## config.mk

```make
export PLATFORM = sky130hd
export DESIGN_NAME = motor_feedback_unwrap_decoder_flat
export DESIGN_NICKNAME = d
export VERILOG_FILES = /design/src/mfud_pkg.sv /design/src/mfud_frame_if.sv /design/src/mfud_result_if.sv /design/src/mfud_unpack.sv /design/src/motor_feedback_unwrap_decoder.sv /design/src/flat_wrapper.sv
export SDC_FILE = /design/constraint.sdc
export NUM_CORES = 1
export LEC_CHECK = 0
export ABC_CLOCK_PERIOD_IN_PS = 7010
export BUFFER_PORTS_ARGS = -buffer_cell sky130_fd_sc_hd__buf_2
export CORE_ASPECT_RATIO = 0.8
export CORE_MARGIN = 5
export CORE_UTILIZATION = 52
export DETAILED_ROUTE_END_ITERATION = 16
export HOLD_SLACK_MARGIN = 0.05
export MAX_ROUTING_LAYER = met4
export PLACE_DENSITY_LB_ADDON = 0.12
export REMOVE_ABC_BUFFERS = 1
export SLEW_MARGIN = 20
export SYNTH_ARGS = -nofsm -noshare
export SYNTH_HDL_FRONTEND = slang
export SYNTH_SLANG_ARGS = --single-unit
```

## constraint.sdc

```tcl
create_clock -name i_clk -period 7.01 [get_ports i_clk]
set_input_delay 0.3505 -clock i_clk [delete_from_list [all_inputs] [get_ports i_clk]]
set_output_delay 0.3505 -clock i_clk [all_outputs]
set_load 0.05 [all_outputs]
```

## src/mfud_pkg.sv

```systemverilog
// ----------------------------------------------------------------------------
// Motor feedback unwrap decoder package
// Shared widths, constants, register indexes, types and the DLC length table.
// ----------------------------------------------------------------------------
package mfud_pkg;

    localparam int ID_W      = 11;
    localparam int DLC_W     = 4;
    localparam int BYTE_W    = 8;
    localparam int LEN_W     = 7;
    localparam int HALF_W    = 16;
    localparam int WORD_W    = 32;
    localparam int CFG_W     = 11;
    localparam int TURN_SHIFT = 13;

    localparam logic [ID_W-1:0]  FEEDBACK_ID_RST = 11'd513;
    localparam logic [LEN_W-1:0] MIN_LENGTH_RST  = 7'd8;

    localparam logic signed [HALF_W-1:0] WRAP_LIMIT_POS = 16'sd4000;
    localparam logic signed [HALF_W-1:0] WRAP_LIMIT_NEG = -16'sd4000;

    typedef enum logic [0:0] {
        CFG_FEEDBACK_ID = 1'b0,
        CFG_MIN_LENGTH  = 1'b1
    } t_cfg_idx;

    typedef struct packed {
        logic              accepted;
        logic [HALF_W-1:0] angle;
        logic [HALF_W-1:0] speed;
        logic [HALF_W-1:0] current;
        logic [BYTE_W-1:0] temp;
    } t_frame;

    function automatic logic [LEN_W-1:0] dlc_to_len(input logic [DLC_W-1:0] code);
        logic [LEN_W-1:0] len;
        unique case (code)
            4'd9:    len = 7'd12;
            4'd10:   len = 7'd16;
            4'd11:   len = 7'd20;
            4'd12:   len = 7'd24;
            4'd13:   len = 7'd32;
            4'd14:   len = 7'd48;
            4'd15:   len = 7'd64;
            default: len = {3'b000, code};
        endcase
        return len;
    endfunction

endpackage

```

## src/mfud_frame_if.sv

```systemverilog
// ----------------------------------------------------------------------------
// Feedback frame channel
// Valid/ready channel carrying one received CAN feedback frame per beat.
// ----------------------------------------------------------------------------
interface mfud_frame_if;

    logic                         valid;
    logic                         ready;
    logic [mfud_pkg::ID_W-1:0]    frame_id;
    logic [mfud_pkg::DLC_W-1:0]   dlc_code;
    logic [mfud_pkg::BYTE_W-1:0]  byte0;
    logic [mfud_pkg::BYTE_W-1:0]  byte1;
    logic [mfud_pkg::BYTE_W-1:0]  byte2;
    logic [mfud_pkg::BYTE_W-1:0]  byte3;
    logic [mfud_pkg::BYTE_W-1:0]  byte4;
    logic [mfud_pkg::BYTE_W-1:0]  byte5;
    logic [mfud_pkg::BYTE_W-1:0]  byte6;

    modport source (
        output valid, frame_id, dlc_code, byte0, byte1, byte2, byte3, byte4, byte5, byte6,
        input  ready
    );

    modport sink (
        input  valid, frame_id, dlc_code, byte0, byte1, byte2, byte3, byte4, byte5, byte6,
        output ready
    );

endinterface

```

## src/mfud_result_if.sv

```systemverilog
// ----------------------------------------------------------------------------
// Decoded feedback channel
// Valid/ready channel carrying one decoded and unwrapped result per beat.
// ----------------------------------------------------------------------------
interface mfud_result_if;

    logic                               valid;
    logic                               ready;
    logic                               accepted;
    logic        [mfud_pkg::HALF_W-1:0] raw_angle;
    logic signed [mfud_pkg::HALF_W-1:0] rotor_speed;
    logic signed [mfud_pkg::HALF_W-1:0] phase_current;
    logic        [mfud_pkg::BYTE_W-1:0] temperature;
    logic signed [mfud_pkg::WORD_W-1:0] turn_count;
    logic signed [mfud_pkg::WORD_W-1:0] multi_turn_angle;
    logic signed [mfud_pkg::WORD_W-1:0] position;

    modport source (
        output valid, accepted, raw_angle, rotor_speed, phase_current, temperature,
               turn_count, multi_turn_angle, position,
        input  ready
    );

    modport sink (
        input  valid, accepted, raw_angle, rotor_speed, phase_current, temperature,
               turn_count, multi_turn_angle, position,
        output ready
    );

endinterface

```

## src/mfud_unpack.sv

```systemverilog
// ----------------------------------------------------------------------------
// Feedback frame check and unpack
// Checks identifier and decoded length and splits the big-endian fields.
// ----------------------------------------------------------------------------
module mfud_unpack (
    input  logic [mfud_pkg::ID_W-1:0]   i_frame_id,
    input  logic [mfud_pkg::DLC_W-1:0]  i_dlc_code,
    input  logic [mfud_pkg::BYTE_W-1:0] i_byte0,
    input  logic [mfud_pkg::BYTE_W-1:0] i_byte1,
    input  logic [mfud_pkg::BYTE_W-1:0] i_byte2,
    input  logic [mfud_pkg::BYTE_W-1:0] i_byte3,
    input  logic [mfud_pkg::BYTE_W-1:0] i_byte4,
    input  logic [mfud_pkg::BYTE_W-1:0] i_byte5,
    input  logic [mfud_pkg::BYTE_W-1:0] i_byte6,
    input  logic [mfud_pkg::ID_W-1:0]   i_feedback_id,
    input  logic [mfud_pkg::LEN_W-1:0]  i_min_length,
    output mfud_pkg::t_frame            o_frame
);

    logic [mfud_pkg::LEN_W-1:0] len;

    always_comb begin
        len              = mfud_pkg::dlc_to_len(i_dlc_code);
        o_frame.accepted = (i_frame_id == i_feedback_id) && (len >= i_min_length);
        o_frame.angle    = {i_byte0, i_byte1};
        o_frame.speed    = {i_byte2, i_byte3};
        o_frame.current  = {i_byte4, i_byte5};
        o_frame.temp     = i_byte6;
    end

endmodule

```

## src/motor_feedback_unwrap_decoder.sv

```systemverilog
// ----------------------------------------------------------------------------
// Motor feedback unwrap decoder
// Decodes CAN motor feedback frames and tracks the multi-turn encoder angle.
// ----------------------------------------------------------------------------
// A taken frame waits in the input register, then moves on to the result register.
// Throughput: one frame per cycle while the result side is ready; the two registers
// separate the two channels, and the turn state updates as a frame moves on.
// Reset (synchronous, active low) restores the configuration defaults,
// clears the turn state and empties both pipeline registers.
module motor_feedback_unwrap_decoder (
    input  logic                          i_clk,
    input  logic                          i_rst_n,
    input  logic                          i_cfg_we,
    input  logic [0:0]                    i_cfg_idx,
    input  logic [mfud_pkg::CFG_W-1:0]    i_cfg_data,
    mfud_frame_if.sink                    i_frame,
    mfud_result_if.source                 o_result
);

    typedef struct packed {
        logic                        accepted;
        logic [mfud_pkg::HALF_W-1:0] angle;
        logic [mfud_pkg::HALF_W-1:0] speed;
        logic [mfud_pkg::HALF_W-1:0] current;
        logic [mfud_pkg::BYTE_W-1:0] temp;
        logic [mfud_pkg::WORD_W-1:0] turns;
        logic [mfud_pkg::WORD_W-1:0] multi;
        logic [mfud_pkg::WORD_W-1:0] position;
    } t_result;

    logic [mfud_pkg::ID_W-1:0]   r_feedback_id;
    logic [mfud_pkg::LEN_W-1:0]  r_min_length;

    logic                        r_in_vld;
    logic [mfud_pkg::ID_W-1:0]   r_frame_id;
    logic [mfud_pkg::DLC_W-1:0]  r_dlc_code;
    logic [mfud_pkg::BYTE_W-1:0] r_byte0;
    logic [mfud_pkg::BYTE_W-1:0] r_byte1;
    logic [mfud_pkg::BYTE_W-1:0] r_byte2;
    logic [mfud_pkg::BYTE_W-1:0] r_byte3;
    logic [mfud_pkg::BYTE_W-1:0] r_byte4;
    logic [mfud_pkg::BYTE_W-1:0] r_byte5;
    logic [mfud_pkg::BYTE_W-1:0] r_byte6;

    logic                        r_seen_first;
    logic [mfud_pkg::HALF_W-1:0] r_prev_angle;
    logic [mfud_pkg::WORD_W-1:0] r_turns;
    logic [mfud_pkg::WORD_W-1:0] r_start_offset;

    logic                        r_out_vld;
    t_result                     r_res;

    logic                        n_seen_first;
    logic [mfud_pkg::HALF_W-1:0] n_prev_angle;
    logic [mfud_pkg::WORD_W-1:0] n_turns;
    logic [mfud_pkg::WORD_W-1:0] n_start_offset;
    t_result                     n_res;

    mfud_pkg::t_frame                   frm;
    logic                               advance;
    logic                               in_take;
    logic signed [mfud_pkg::HALF_W-1:0] diff;
    logic [mfud_pkg::WORD_W-1:0]        multi;
    logic [mfud_pkg::WORD_W-1:0]        angle_ext;

    mfud_unpack u_unpack (
        .i_frame_id    (r_frame_id),
        .i_dlc_code    (r_dlc_code),
        .i_byte0       (r_byte0),
        .i_byte1       (r_byte1),
        .i_byte2       (r_byte2),
        .i_byte3       (r_byte3),
        .i_byte4       (r_byte4),
        .i_byte5       (r_byte5),
        .i_byte6       (r_byte6),
        .i_feedback_id (r_feedback_id),
        .i_min_length  (r_min_length),
        .o_frame       (frm)
    );

    assign advance        = !r_out_vld || o_result.ready;
    assign in_take        = i_frame.valid && i_frame.ready;
    assign i_frame.ready  = !r_in_vld || advance;

    always_comb begin
        angle_ext      = {{(mfud_pkg::WORD_W-mfud_pkg::HALF_W){1'b0}}, frm.angle};
        diff           = signed'(frm.angle - r_prev_angle);
        n_seen_first   = r_seen_first;
        n_prev_angle   = r_prev_angle;
        n_turns        = r_turns;
        n_start_offset = r_start_offset;
        if (frm.accepted) begin
            n_seen_first = 1'b1;
            n_prev_angle = frm.angle;
            if (!r_seen_first) begin
                n_turns        = '0;
                n_start_offset = angle_ext;
            end else if (diff > mfud_pkg::WRAP_LIMIT_POS) begin
                n_turns = r_turns - 32'd1;
            end else if (diff < mfud_pkg::WRAP_LIMIT_NEG) begin
                n_turns = r_turns + 32'd1;
            end
        end
        multi = (n_turns << mfud_pkg::TURN_SHIFT) + angle_ext;

        n_res = '0;
        if (frm.accepted) begin
            n_res.accepted = 1'b1;
            n_res.angle    = frm.angle;
            n_res.speed    = frm.speed;
            n_res.current  = frm.current;
            n_res.temp     = frm.temp;
            n_res.turns    = n_turns;
            n_res.multi    = multi;
            n_res.position = multi - n_start_offset;
        end
    end

    always_ff @(posedge i_clk) begin
        if (!i_rst_n) begin
            r_feedback_id <= mfud_pkg::FEEDBACK_ID_RST;
            r_min_length  <= mfud_pkg::MIN_LENGTH_RST;
        end else if (i_cfg_we) begin
            unique case (mfud_pkg::t_cfg_idx'(i_cfg_idx))
                mfud_pkg::CFG_FEEDBACK_ID: r_feedback_id <= i_cfg_data[mfud_pkg::ID_W-1:0];
                mfud_pkg::CFG_MIN_LENGTH:  r_min_length  <= i_cfg_data[mfud_pkg::LEN_W-1:0];
                default: ;
            endcase
        end
    end

    always_ff @(posedge i_clk) begin
        if (!i_rst_n) begin
            r_in_vld <= 1'b0;
        end else if (i_frame.ready) begin
            r_in_vld <= i_frame.valid;
        end
    end

    always_ff @(posedge i_clk) begin
        if (in_take) begin
            r_frame_id <= i_frame.frame_id;
            r_dlc_code <= i_frame.dlc_code;
            r_byte0    <= i_frame.byte0;
            r_byte1    <= i_frame.byte1;
            r_byte2    <= i_frame.byte2;
            r_byte3    <= i_frame.byte3;
            r_byte4    <= i_frame.byte4;
            r_byte5    <= i_frame.byte5;
            r_byte6    <= i_frame.byte6;
        end
    end

    always_ff @(posedge i_clk) begin
        if (!i_rst_n) begin
            r_seen_first   <= 1'b0;
            r_prev_angle   <= '0;
            r_turns        <= '0;
            r_start_offset <= '0;
            r_out_vld      <= 1'b0;
        end else if (advance) begin
            r_out_vld <= r_in_vld;
            if (r_in_vld) begin
                r_seen_first   <= n_seen_first;
                r_prev_angle   <= n_prev_angle;
                r_turns        <= n_turns;
                r_start_offset <= n_start_offset;
            end
        end
    end

    always_ff @(posedge i_clk) begin
        if (advance && r_in_vld) begin
            r_res <= n_res;
        end
    end

    assign o_result.valid            = r_out_vld;
    assign o_result.accepted         = r_res.accepted;
    assign o_result.raw_angle        = r_res.angle;
    assign o_result.rotor_speed      = signed'(r_res.speed);
    assign o_result.phase_current    = signed'(r_res.current);
    assign o_result.temperature      = r_res.temp;
    assign o_result.turn_count       = signed'(r_res.turns);
    assign o_result.multi_turn_angle = signed'(r_res.multi);
    assign o_result.position         = signed'(r_res.position);

endmodule

```

## src/flat_wrapper.sv

```systemverilog
// flat-port wrapper written by rule: the top's interface ports become plain ports
module motor_feedback_unwrap_decoder_flat 
  (i_clk, i_rst_n, i_cfg_we, i_cfg_idx, i_cfg_data, i_frame_valid, i_frame_frame_id, i_frame_dlc_code, i_frame_byte0, i_frame_byte1, i_frame_byte2, i_frame_byte3, i_frame_byte4, i_frame_byte5, i_frame_byte6, i_frame_ready, o_result_valid, o_result_accepted, o_result_raw_angle, o_result_rotor_speed, o_result_phase_current, o_result_temperature, o_result_turn_count, o_result_multi_turn_angle, o_result_position, o_result_ready);
  mfud_frame_if i_frame_i ();
  mfud_result_if o_result_i ();
  input  logic i_clk;
  input  logic i_rst_n;
  input  logic i_cfg_we;
  input  logic [0:0] i_cfg_idx;
  input  logic [mfud_pkg::CFG_W-1:0] i_cfg_data;
  input wire logic [$bits(i_frame_i.valid)-1:0] i_frame_valid;
  input wire logic [$bits(i_frame_i.frame_id)-1:0] i_frame_frame_id;
  input wire logic [$bits(i_frame_i.dlc_code)-1:0] i_frame_dlc_code;
  input wire logic [$bits(i_frame_i.byte0)-1:0] i_frame_byte0;
  input wire logic [$bits(i_frame_i.byte1)-1:0] i_frame_byte1;
  input wire logic [$bits(i_frame_i.byte2)-1:0] i_frame_byte2;
  input wire logic [$bits(i_frame_i.byte3)-1:0] i_frame_byte3;
  input wire logic [$bits(i_frame_i.byte4)-1:0] i_frame_byte4;
  input wire logic [$bits(i_frame_i.byte5)-1:0] i_frame_byte5;
  input wire logic [$bits(i_frame_i.byte6)-1:0] i_frame_byte6;
  output wire logic [$bits(i_frame_i.ready)-1:0] i_frame_ready;
  output wire logic [$bits(o_result_i.valid)-1:0] o_result_valid;
  output wire logic [$bits(o_result_i.accepted)-1:0] o_result_accepted;
  output wire logic [$bits(o_result_i.raw_angle)-1:0] o_result_raw_angle;
  output wire logic [$bits(o_result_i.rotor_speed)-1:0] o_result_rotor_speed;
  output wire logic [$bits(o_result_i.phase_current)-1:0] o_result_phase_current;
  output wire logic [$bits(o_result_i.temperature)-1:0] o_result_temperature;
  output wire logic [$bits(o_result_i.turn_count)-1:0] o_result_turn_count;
  output wire logic [$bits(o_result_i.multi_turn_angle)-1:0] o_result_multi_turn_angle;
  output wire logic [$bits(o_result_i.position)-1:0] o_result_position;
  input wire logic [$bits(o_result_i.ready)-1:0] o_result_ready;
  assign i_frame_i.valid = i_frame_valid;
  assign i_frame_i.frame_id = i_frame_frame_id;
  assign i_frame_i.dlc_code = i_frame_dlc_code;
  assign i_frame_i.byte0 = i_frame_byte0;
  assign i_frame_i.byte1 = i_frame_byte1;
  assign i_frame_i.byte2 = i_frame_byte2;
  assign i_frame_i.byte3 = i_frame_byte3;
  assign i_frame_i.byte4 = i_frame_byte4;
  assign i_frame_i.byte5 = i_frame_byte5;
  assign i_frame_i.byte6 = i_frame_byte6;
  assign i_frame_ready = i_frame_i.ready;
  assign o_result_valid = o_result_i.valid;
  assign o_result_accepted = o_result_i.accepted;
  assign o_result_raw_angle = o_result_i.raw_angle;
  assign o_result_rotor_speed = o_result_i.rotor_speed;
  assign o_result_phase_current = o_result_i.phase_current;
  assign o_result_temperature = o_result_i.temperature;
  assign o_result_turn_count = o_result_i.turn_count;
  assign o_result_multi_turn_angle = o_result_i.multi_turn_angle;
  assign o_result_position = o_result_i.position;
  assign o_result_i.ready = o_result_ready;
  motor_feedback_unwrap_decoder u_core (.i_clk(i_clk), .i_rst_n(i_rst_n), .i_cfg_we(i_cfg_we), .i_cfg_idx(i_cfg_idx), .i_cfg_data(i_cfg_data), .i_frame(i_frame_i), .o_result(o_result_i));
endmodule
```

==> results of run 1 <==
[cells in the mapped netlist, types with 4 or more instances]
| master | n |
|---|---|
| or4_1 | 4 |
| nand3_1 | 49 |
| dfxtp_1 | 101 |
| nor2b_1 | 17 |
| nand2_1 | 175 |
| o21bai_1 | 7 |
| a21oi_1 | 111 |
| nand2b_1 | 18 |
| nand4_1 | 12 |
| inv_1 | 47 |
| buf_4 | 14 |
| a31oi_1 | 10 |
| nor4_1 | 9 |
| buf_1 | 5 |
| xor2_1 | 36 |
| a221oi_1 | 5 |
| a22oi_1 | 10 |
| a211oi_1 | 24 |
| xnor2_1 | 49 |
| edfxtp_1 | 211 |
| mux2i_1 | 20 |
| and3_1 | 70 |
| a21o_1 | 22 |
| o21ai_0 | 46 |
| and2_1 | 45 |
| o21ai_1 | 11 |
| clkbuf_1 | 83 |
| nor3_1 | 50 |
| o211ai_1 | 4 |
| ha_1 | 58 |
| nor2_1 | 171 |
| or3_1 | 18 |
| o21a_1 | 11 |
[what timing repair did]
action	4_1_cts	5_1_grt
gates resized for setup	12	60
buffers inserted	0	13
hold endpoints to repair	75	0
setup endpoints to repair	3	6
pin swaps	4	48
hold buffers	75	0
[per-layer routing]
layer	share of wire, %	up-vias	GRT usage [%]
met5	0	-	-
met4	2.0	0	5.832
met2	48	459	40.73
met1	44	6349	34.64
li1	-	6536	-
met3	6.1	61	3.886
[kinds of logic (layout without fill, tap and decap cells)]
| logic type | count (synthesis) | in the layout | share of synthesized area [%] |
|---|---|---|---|
| mux | 24 | 24 | 1.524 |
| buf+inv | 155 | 550 | 4.011 |
| fa+ha+maj | 61 | 61 | 4.882 |
| xor+xnor | 85 | 85 | 4.626 |
| compound gates | 314 | 314 | 12.85 |
| simple gates | 662 | 662 | 20.17 |
| flops | 312 | 312 | 51.93 |
[cell usage in the layout (no fill, tap or decap), types with 9 or more instances in the layout]
cell and count:
a211oi_1 24, a21o_1 22, a21oi_1 99, a21oi_2 13, a22oi_1 9, a31oi_1 10
and2_1 44, and3_1 69, buf_2 242, buf_4 118, clkbuf_16 34, dfxtp_1 101
dlygate4sd3_1 75, edfxtp_1 211, ha_1 49, inv_1 45, mux2i_1 20, nand2_1 172
nand2b_1 16, nand3_1 48, nand4_1 12, nor2_1 166, nor2b_1 16, nor3_1 46
nor4_1 9, o21a_1 11, o21ai_0 42, o21ai_1 11, or3_1 17, xnor2_1 46
xor2_1 35
[final cells by class]
cell class | count | area (sq um) | area share (%)
flip-flops and latches | 312 | 8358 | 40.73
multi-input cells | 1146 | 7470 | 36.40
repair buffers | 439 | 2893 | 14.10
clock buffers | 43 | 924.6 | 4.506
well taps | 413 | 516.7 | 2.518
inverters | 49 | 188.9 | 0.9208
clock inverters | 19 | 167.7 | 0.8171
[power by group through the flow]
stage,combinational [mW],sequential (mW),clock (mW)
CTS,0.769,2.07,1.79
global route,0.861,2.08,1.88
detailed placement,0.726,2.11,0
finish,0.802,2.08,1.77
global placement,0.718,2.11,0
floorplan,0.347,2.26,0
[critical path: cells and delay by family, from the launching register on]
kind | cells | cell delay (ns)
AOI/OAI and AO/OA | 12 | 2.26
and+or+nand+nor | 10 | 1.64
adders and majority gates | 4 | 1.29
buffers and inverters | 4 | 0.51
DFF | 1 | 0.41
xor gates and xnor gates | 3 | 0.37
[final timing paths]
check / start / to / slack [ns] / cells after the start
worst max-delay path: u_core.r_byte1[7] / u_core.o_result.position[31] / 0.26 / 33
worst min-delay path: i_cfg_data[6] / u_core.r_feedback_id[6] / 0.07 / 3
worst max register to register: u_core.r_byte1[7] / u_core.o_result.position[31] / 0.26 / 33
worst min register to register: u_core.r_prev_angle[2] / u_core.r_prev_angle[2] / 0.45 / 2
[sequential cells by signal, indices dropped and copies added (netlist names), 3 cells and up]
name,flops
u_core.r_frame_id,11
u_core.o_result.multi_turn_angle,32
u_core.o_result.phase_current,16
u_core.r_byte4,8
u_core.r_min_length,7
u_core.o_result.rotor_speed,16
u_core.o_result.raw_angle,3
u_core.o_result.turn_count,32
u_core.r_byte1,8
u_core.r_prev_angle,16
u_core.r_start_offset,32
u_core.o_result.temperature,8
u_core.r_byte2,8
u_core.r_dlc_code,4
u_core.r_byte5,8
u_core.r_byte0,8
u_core.o_result.position,32
u_core.r_turns,32
u_core.r_byte3,8
u_core.r_byte6,8
u_core.r_feedback_id,11
==> metrics, run 1 <==
DRT Pass-1 Iters 6; Post-DP HPWL 29420 um; Starting Density 52.85%; # fillers 2406; fraction of layout cells with a size suffix above 1 25.10%; setup_tns 0 ns; I/O Buffers 242; max-cap viol count 0; CTS Buffer Depth 3; vias 13410; WS Path Type register to register; drt total wl 43960 um; Synth Area per Inst 9.978 sq um; Slew headroom 28.54%; routability cong. approximately 0.93; EDFF count, synth 211; total grt overflow 0; DRC 0; clk slew on worst S/H paths 0.06 ns; Critical-path top delay cell edfxtp_1; final setup fails 0; CTS root buf clkbuf_16; CP Launch Type register; peak supply drop between 0.2 and 0.25 mV; final instance area 0.02052 sq mm; clk sinks 312; CP arrival 7.00 ns; largest net degree at the start of global routing a little over 80; H-tree depth 2; ANT nets after route 0; CTS Buf Count 34; synth warn 0; share of flip-flops with an asynchronous set or reset 0%; RSZ-0062 raised after global routing yes; Area Growth Syn to Fin 27.49%; Hold Crit Class input pin to register; final core occ 67.38%; P_sw 1.288 mW; Critical Path Sink Type register; Placement Setup Slack -0.1777 ns; vias in the first global route 13000; Seq/Total Area, Yosys approximately half; Synth Instances 1613; worst skew pair latency 0.53 ns; floorplan core area 0.03045 sq mm; Yosys cell types 90; sequential share of power 44.7%; floorplan row count 57; Die H 167.4 um; cell accounting for the most synthesized area edfxtp_1; Pwr Density 226.2 mW/mm^2; first-pass GRT wire length roughly 69000 um; diode count 0; I/O Pins 243; Logic pwr share 17.3%; Max Freq 148.1 MHz; clock skew 0.02324 ns; Clk pwr share between 30 and 40%; Global Route Usage Sum about a quarter; initial DRC count 1027; DIE WIDTH 206.7 um; Routed WL per cell ~18 um; post-synthesis register bit count about 310; Die ar. 0.03459 sq mm; worst hold slack 0.07450 ns; Max Transition Viols Final 0; Placed Cells 2271; Max FO, Critical Path 4; most frequent CP cell buf_4; Syn Std Cell Area 0.01609 sq mm; switch share 27.75%; Internal 3.354 mW; leakage power 8.205 nW; Main synth FF type edfxtp_1; top post-synthesis cells by area edfxtp_1 (39%), dfxtp_1 (13%), ha_1 (4.5%); dpl cell area approximately 0.018 sq mm; Final nets between 2000 and 2500; Final period util 96.34%; Power Total approximately 4.6 mW; CTS tree built; initial antenna violation count 0; CP max stage delay 0.41 ns; status finished clean; Synth top area share 39.37%; final non-filler cell total 2421; fin crit period about 6.8 ns; Critical Path RT 7.26 ns; setup ws final 0.2563 ns; Worst-Margin Slew 1.069 ns; DR vias/cell 5.537; final hold violations 0
Note: power is estimated with default switching activity, not from simulation.
==> run 2, diff against run 1 <==
Settings changed: RECOVER_POWER from default to 25.
==> run 2 against run 1 <==
Against the previous run:
- worst hold slack lost 0.0023 ns
- the flow now finishes with violations (max-capacitance violations, max-slew violations)
- combinational power shrank 0.6%
- first-iteration DRC count grew 0.68%
- wire length grew 0.32%
- register-to-register slack is essentially flat
- global-route usage is the same
- setup slack is essentially flat
- core utilization shrank 0.38 points
- via count shrank 0.16%
==> metrics, run 2 (synthesis gave the netlist of run 1 again) <==
clk slew on worst S/H paths 0.06 ns; vias in the first global route 13000; routability cong. slightly above 0.9; Max Freq about 150 MHz; peak supply drop 0.2111 mV; DRC 0; CP arrival 7.01 ns; max-cap viol count 1; Critical-path top delay cell fa_2; Area Growth Syn to Fin 26.77%; Hold Crit Class input pin to register; DR vias/cell ~5.5; initial DRC count 1034; worst skew pair latency 0.53 ns; CP Launch Type register; Max Transition Viols Final 81; failing checks max-capacitance violations, max-slew violations; H-tree depth 2; largest net degree at the start of global routing 82; setup ws final between 0.2 and 0.3 ns; final setup fails 0; Routed WL per cell 18.21 um; commonest non-fill, non-tap cell in the layout edfxtp_1; R2R Setup Slk 0.26 ns; Final nets between 2000 and 2500; Placement Setup Slack -0.1777 ns; CTS root buf clkbuf_16; final core occ around 67%; Starting Density a little over half; Post-DP HPWL 29420 um; total grt overflow 0; initial antenna violation count 0; floorplan core area 0.03045 sq mm; I/O Buffers 242; CTS Buffer Depth 3; floorplan row count 57; DIE WIDTH between 200 and 250 um; fin crit period 6.754 ns; vias 13380; diode count 0; final hold violations 0; CP max stage delay 0.54 ns; Die H approximately 170 um; Pwr Density 227.4 mW/mm^2; commonest cells after routing, fill and taps aside edfxtp_1 (211), nand2_1 (172), nor2_1 (166); Slew headroom -178.2%; clock skew 0.02522 ns; Worst-Margin Slew 4.173 ns; I/O Pins 243; status complete, but fails checks; hold path startpoint i_cfg_data[1]; Critical Path Sink Type register; fraction of layout cells with a size suffix above 1 20.57%; DRT Pass-1 Iters 6; leakage power 7.969 nW; RSZ-0062 raised after global routing yes; Max FO, Critical Path 4; Critical Path RT 7.26 ns; first-pass GRT wire length 69240 um; clk sinks between 300 and 400; crit path from u_core.r_byte1[7]; reg-to-reg critical path startpoint u_core.r_byte1[7]; Global Route Usage Sum 25.46%; # fillers 2449; Final period util 96.35%; Die ar. 0.03459 sq mm; CTS tree built; ANT nets after route 0; CTS Buf Count 34; Placed Cells 2271; final non-filler cell total between 2000 and 2500; drt total wl between 40000 and 50000 um; WS Path Type register to register
## run 2: metal layers
| metal | track usage [%] | wire length, um |
|---|---|---|
| met1 | 34.64 | 19140 |
| met2 | 40.73 | 21270 |
| met3 | 3.886 | 2840 |
| met4 | 5.832 | 855 |
| met5 | - | 0 |
## run 2: cell type report
type,count,area [sq um],area share (%)
Clock buffer,43,924.6,4.532
Clock inverter,19,167.7,0.8217
Inverter,49,188.9,0.9260
Sequential cell,312,8358,40.96
Timing Repair Buffer,439,2778,13.61
Multi-Input combinational cell,1146,7470,36.61
Tap cell,413,516.7,2.533
## run 2: metrics by stage
stage / hold slack (ns) / instance area (sq um) / power [mW] / setup TNS [ns]
floorplan: 0.4223 / 15630 / 2.606 / -112.34
global placement: 0.4432 / 18210 / 2.827 / -0.002514
detailed placement: 0.4436 / 18210 / 2.838 / -0.3263
CTS: 0.05002 / 20110 / 4.635 / 0
global route: 0.05675 / 20400 / 4.823 / -0.1798
finish: 0.07216 / 20400 / 4.639 / 0
## run 2: critical path: cells and delay by family, from the launching register on
kind | cells | cell delay, ns
adders and majority gates | 4 | 1.30
AOI/OAI and AO/OA | 16 | 2.80
xor gates and xnor gates | 2 | 0.27
and+or+nand+nor | 6 | 1.09
buffers and inverters | 5 | 0.58
DFF | 1 | 0.40
## run 2: power breakdown
group          total [mW]  internal (mW)  switching [mW]
Clock                1.77           1.02           0.749
Sequential           2.08           2.04          0.0361
Combinational       0.797          0.291           0.506
Total                4.64           3.35            1.29
## run 2: path summary, 6_finish.rpt
kind	end	depth (start not counted)
max	u_core.o_result.position[31]	33
min	u_core.r_feedback_id[1]	3
max reg2reg	u_core.o_result.position[31]	33
min reg2reg	u_core.r_prev_angle[2]	2
## run 2: what timing repair did
| action | 4_1_cts | 5_1_grt |
|---|---|---|
| endpoints found under the hold margin | 75 | 0 |
| hold buffers | 75 | 0 |
| buffers inserted | 0 | 13 |
| gates resized for setup | 12 | 60 |
| setup endpoints to repair | 3 | 6 |
| pin swaps | 4 | 48 |
==> run 3, diff against run 2 <==
Settings changed: BUFFER_PORTS_ARGS -buffer_cell sky130_fd_sc_hd__buf_2 to default, CORE_UTILIZATION 52 to 55, DONT_BUFFER_PORTS from default to 1, SYNTH_HIERARCHICAL from default to 1.
==> run 3 against run 2 <==
Against the previous run:
- the run now ends clean
- flip-flop and latch count is the same
- area after synthesis is 3.8% higher
- register-to-register slack improved by 0.03 ns
- global-route usage is 1.7 points lower
- final cell count is 15% lower
- via count is 12% lower
- total power fell by 4.0%
- maximum frequency grew 0.51%
- worst hold slack better by 0.015 ns
- setup slack improved by 0.035 ns
- first-iteration DRC count decreased by 20%
- core utilization is 4.7 points lower
- largest cell class unchanged
==> metrics, run 3 <==
Slew headroom 31.43%; Starting Density 55.36%; clk sinks 312; first-pass GRT wire length approximately 63000 um; final setup fails 0; top post-synthesis cells by count edfxtp_1 (211), nand2_1 (196), nor2_1 (115), and2_1 (101), dfxtp_1 (101); R2R Setup Slk 0.29 ns; Synth top area share 37.94%; status finished clean; commonest cells after routing, fill and taps aside edfxtp_1 (211), nand2_1 (195), nor2_1 (115); Synth Area in Compound Gates about 14%; leakage power approximately 7 nW; Max FO, Critical Path 9; routability cong. about 0.91; final core occ about 62%; floorplan core area ~0.03 sq mm; Post-DP HPWL 26260 um; Synth Instances 1604; Synth Area per Inst about 10 sq um; CTS Buffer Depth 3; largest family of logic cells by synthesized area simple AND/OR/NAND/NOR gates; I/O Pins 243; Die ar. 0.03397 sq mm; top-count cell post-synth edfxtp_1; share of flip-flops with an asynchronous set or reset 0%; Placed Cells 1910; H-tree depth 2; Yosys cell types 105; Main synth FF type edfxtp_1; Critical-path top delay cell ha_1; xor and xnor area share after synthesis around 4.8%; peak supply drop 0.1987 mV; WS Path Type register to register; DRT Pass-1 Iters 6; Hold Crit Class input pin to register; Max Freq 148.8 MHz; Final nets 1774; largest net degree at the start of global routing around 140; initial antenna violation count 2; fin crit period about 6.7 ns; CP Buf/Inv Count 0; ANT nets after route 0; drt total wl 40490 um; Area Growth Syn to Fin 12.47%; Max Transition Viols Final 0; # fillers 2422; DR vias/cell 5.717; Worst-Margin Slew 1.029 ns; top post-synthesis cells by area edfxtp_1 (38%), dfxtp_1 (12%), nand2_1 (4.4%); clk slew on worst S/H paths around 0.060 ns; DRC 0; cell accounting for the most synthesized area edfxtp_1; Global Route Usage Sum 23.79%; final hold violations 0; final non-filler cell total 2068; max-cap viol count 0; synth warn 6; most frequent CP cell ha_1; EDFF count, synth ~210; Seq/Total Area, Yosys approximately half; post-synthesis register bit count 312; Simple-Gate Fraction of Synth Area a little under a fifth; CTS root buf clkbuf_16; I/O Buffers 0; Critical Path RT between 7 and 8 ns; CP arrival 6.98 ns; Final period util 95.86%; Syn Std Cell Area between 0.015 and 0.02 sq mm; mux cell area share after synthesis 1.641%; DIE WIDTH about 200 um; Adder-Cell Fraction of Synth Area 4.622%; total grt overflow 0; clock skew 0.02239 ns; CP max stage delay 0.49 ns; floorplan row count 57; CTS Buf Count 34; vias 11820; Power Total 4.452 mW; cell family with most CP delay compound AO/OA/AOI/OAI gates; Die H 165.9 um; commonest non-fill, non-tap cell in the layout edfxtp_1; CP Launch Type register; vias in the first global route 11280; fraction of layout cells with a size suffix above 1 ~11%; Pwr Density between 200 and 250 mW/mm^2; Routed WL per cell about 20 um; worst skew pair latency 0.53 ns; CTS tree built; Critical Path Sink Type register; initial DRC count about 830
==> run 3: cell types whose count changed after synthesis, sizes merged, moves of 14 or more <==
cell / previous run / this run
a21boi: 4 / 51
nor2: 172 / 117
o211a: 2 / 24
and2: 45 / 106
a21oi: 113 / 55
clkbuf: 83 / 65
a211oi: 26 / 12
buf: 23 / 82
nand2: 175 / 196
nand3: 49 / 34
and3: 70 / 16
==> run 3: worst reg2reg max path, delay by kind of cell, from the launching register on <==
family,cells,cell delay [ns]
flip-flops,1,0.45
AND/OR/NAND/NOR,6,1.14
XOR/XNOR,2,0.41
adder cells (fa/ha/maj),5,1.76
AO/OA/AOI/OAI,12,2.71
==> run 3: final timing paths <==
kind | cells after the start | start | end
setup / recovery | 25 | u_core/r_byte0[1] | u_core/o_result.position[28]
hold reg to reg | 1 | u_core/r_start_offset[29] | u_core/r_start_offset[29]
hold / removal | 2 | o_result_ready | u_core/o_result.valid
setup reg to reg | 25 | u_core/r_byte0[1] | u_core/o_result.position[28]
==> run 3: cells by family (layout without fill, tap and decap cells) <==
group | Yosys count | in the layout
DFF | 312 | 312
and+or+nand+nor | 620 | 620
adders and majority gates | 60 | 60
buffers and inverters | 200 | 249
other | 0 | 2
AOI/OAI and AO/OA | 302 | 302
muxes | 27 | 27
xor gates and xnor gates | 83 | 83
==> run 3: metrics by stage <==
step           instance area, sq um  TNS [ns]  hold WS (ns)  setup slack (ns)
2_1_floorplan                 15800    -12.66        0.4223            -1.326
3_3_place_gp                  16640         0        0.4346           0.05868
3_5_place_dp                  16640   -0.2571        0.4410          -0.09650
4_1_cts                       18610         0       0.06379          0.002510
5_1_grt                       18790  -0.02747       0.09528          -0.02747
6_report                      18790         0       0.08738            0.2905
==> run 3: layout make-up <==
type / instances / area (sq um) / area share (%)
Clock buffer: 47 / 950.9 / 5.062
Tap cell: 413 / 516.7 / 2.751
Inverter: 53 / 206.4 / 1.099
Multi-Input combinational cell: 1092 / 7377 / 39.27
Antenna cell: 2 / 5.005 / 0.02664
Timing Repair Buffer: 134 / 1247 / 6.640
Clock inverter: 15 / 123.9 / 0.6594
Sequential cell: 312 / 8358 / 44.49
==> run 3: layer usage <==
metal,vias up,wire length (um),track usage [%]
li1,5698,-,-
met1,5684,18890,34.33
met2,378,18280,35.20
met3,63,2509,4.725
met4,0,803,5.154
met5,-,0,-
==> run 3: what timing repair did <==
| item | 4_1_cts | 5_1_grt |
|---|---|---|
| gates resized for setup | 2 | 27 |
| pin swaps | 1 | 12 |
| endpoints found under the setup margin | 4 | 8 |
| endpoints found under the hold margin | 155 | 0 |
| hold buffers | 88 | 0 |
| setup buffers | 0 | 6 |
==> run 3: where the power goes <==
group	switching (mW)	internal [mW]	total (mW)
logic	0.281	0.209	0.490
clock network	0.733	0.996	1.73
registers	0.188	2.05	2.23
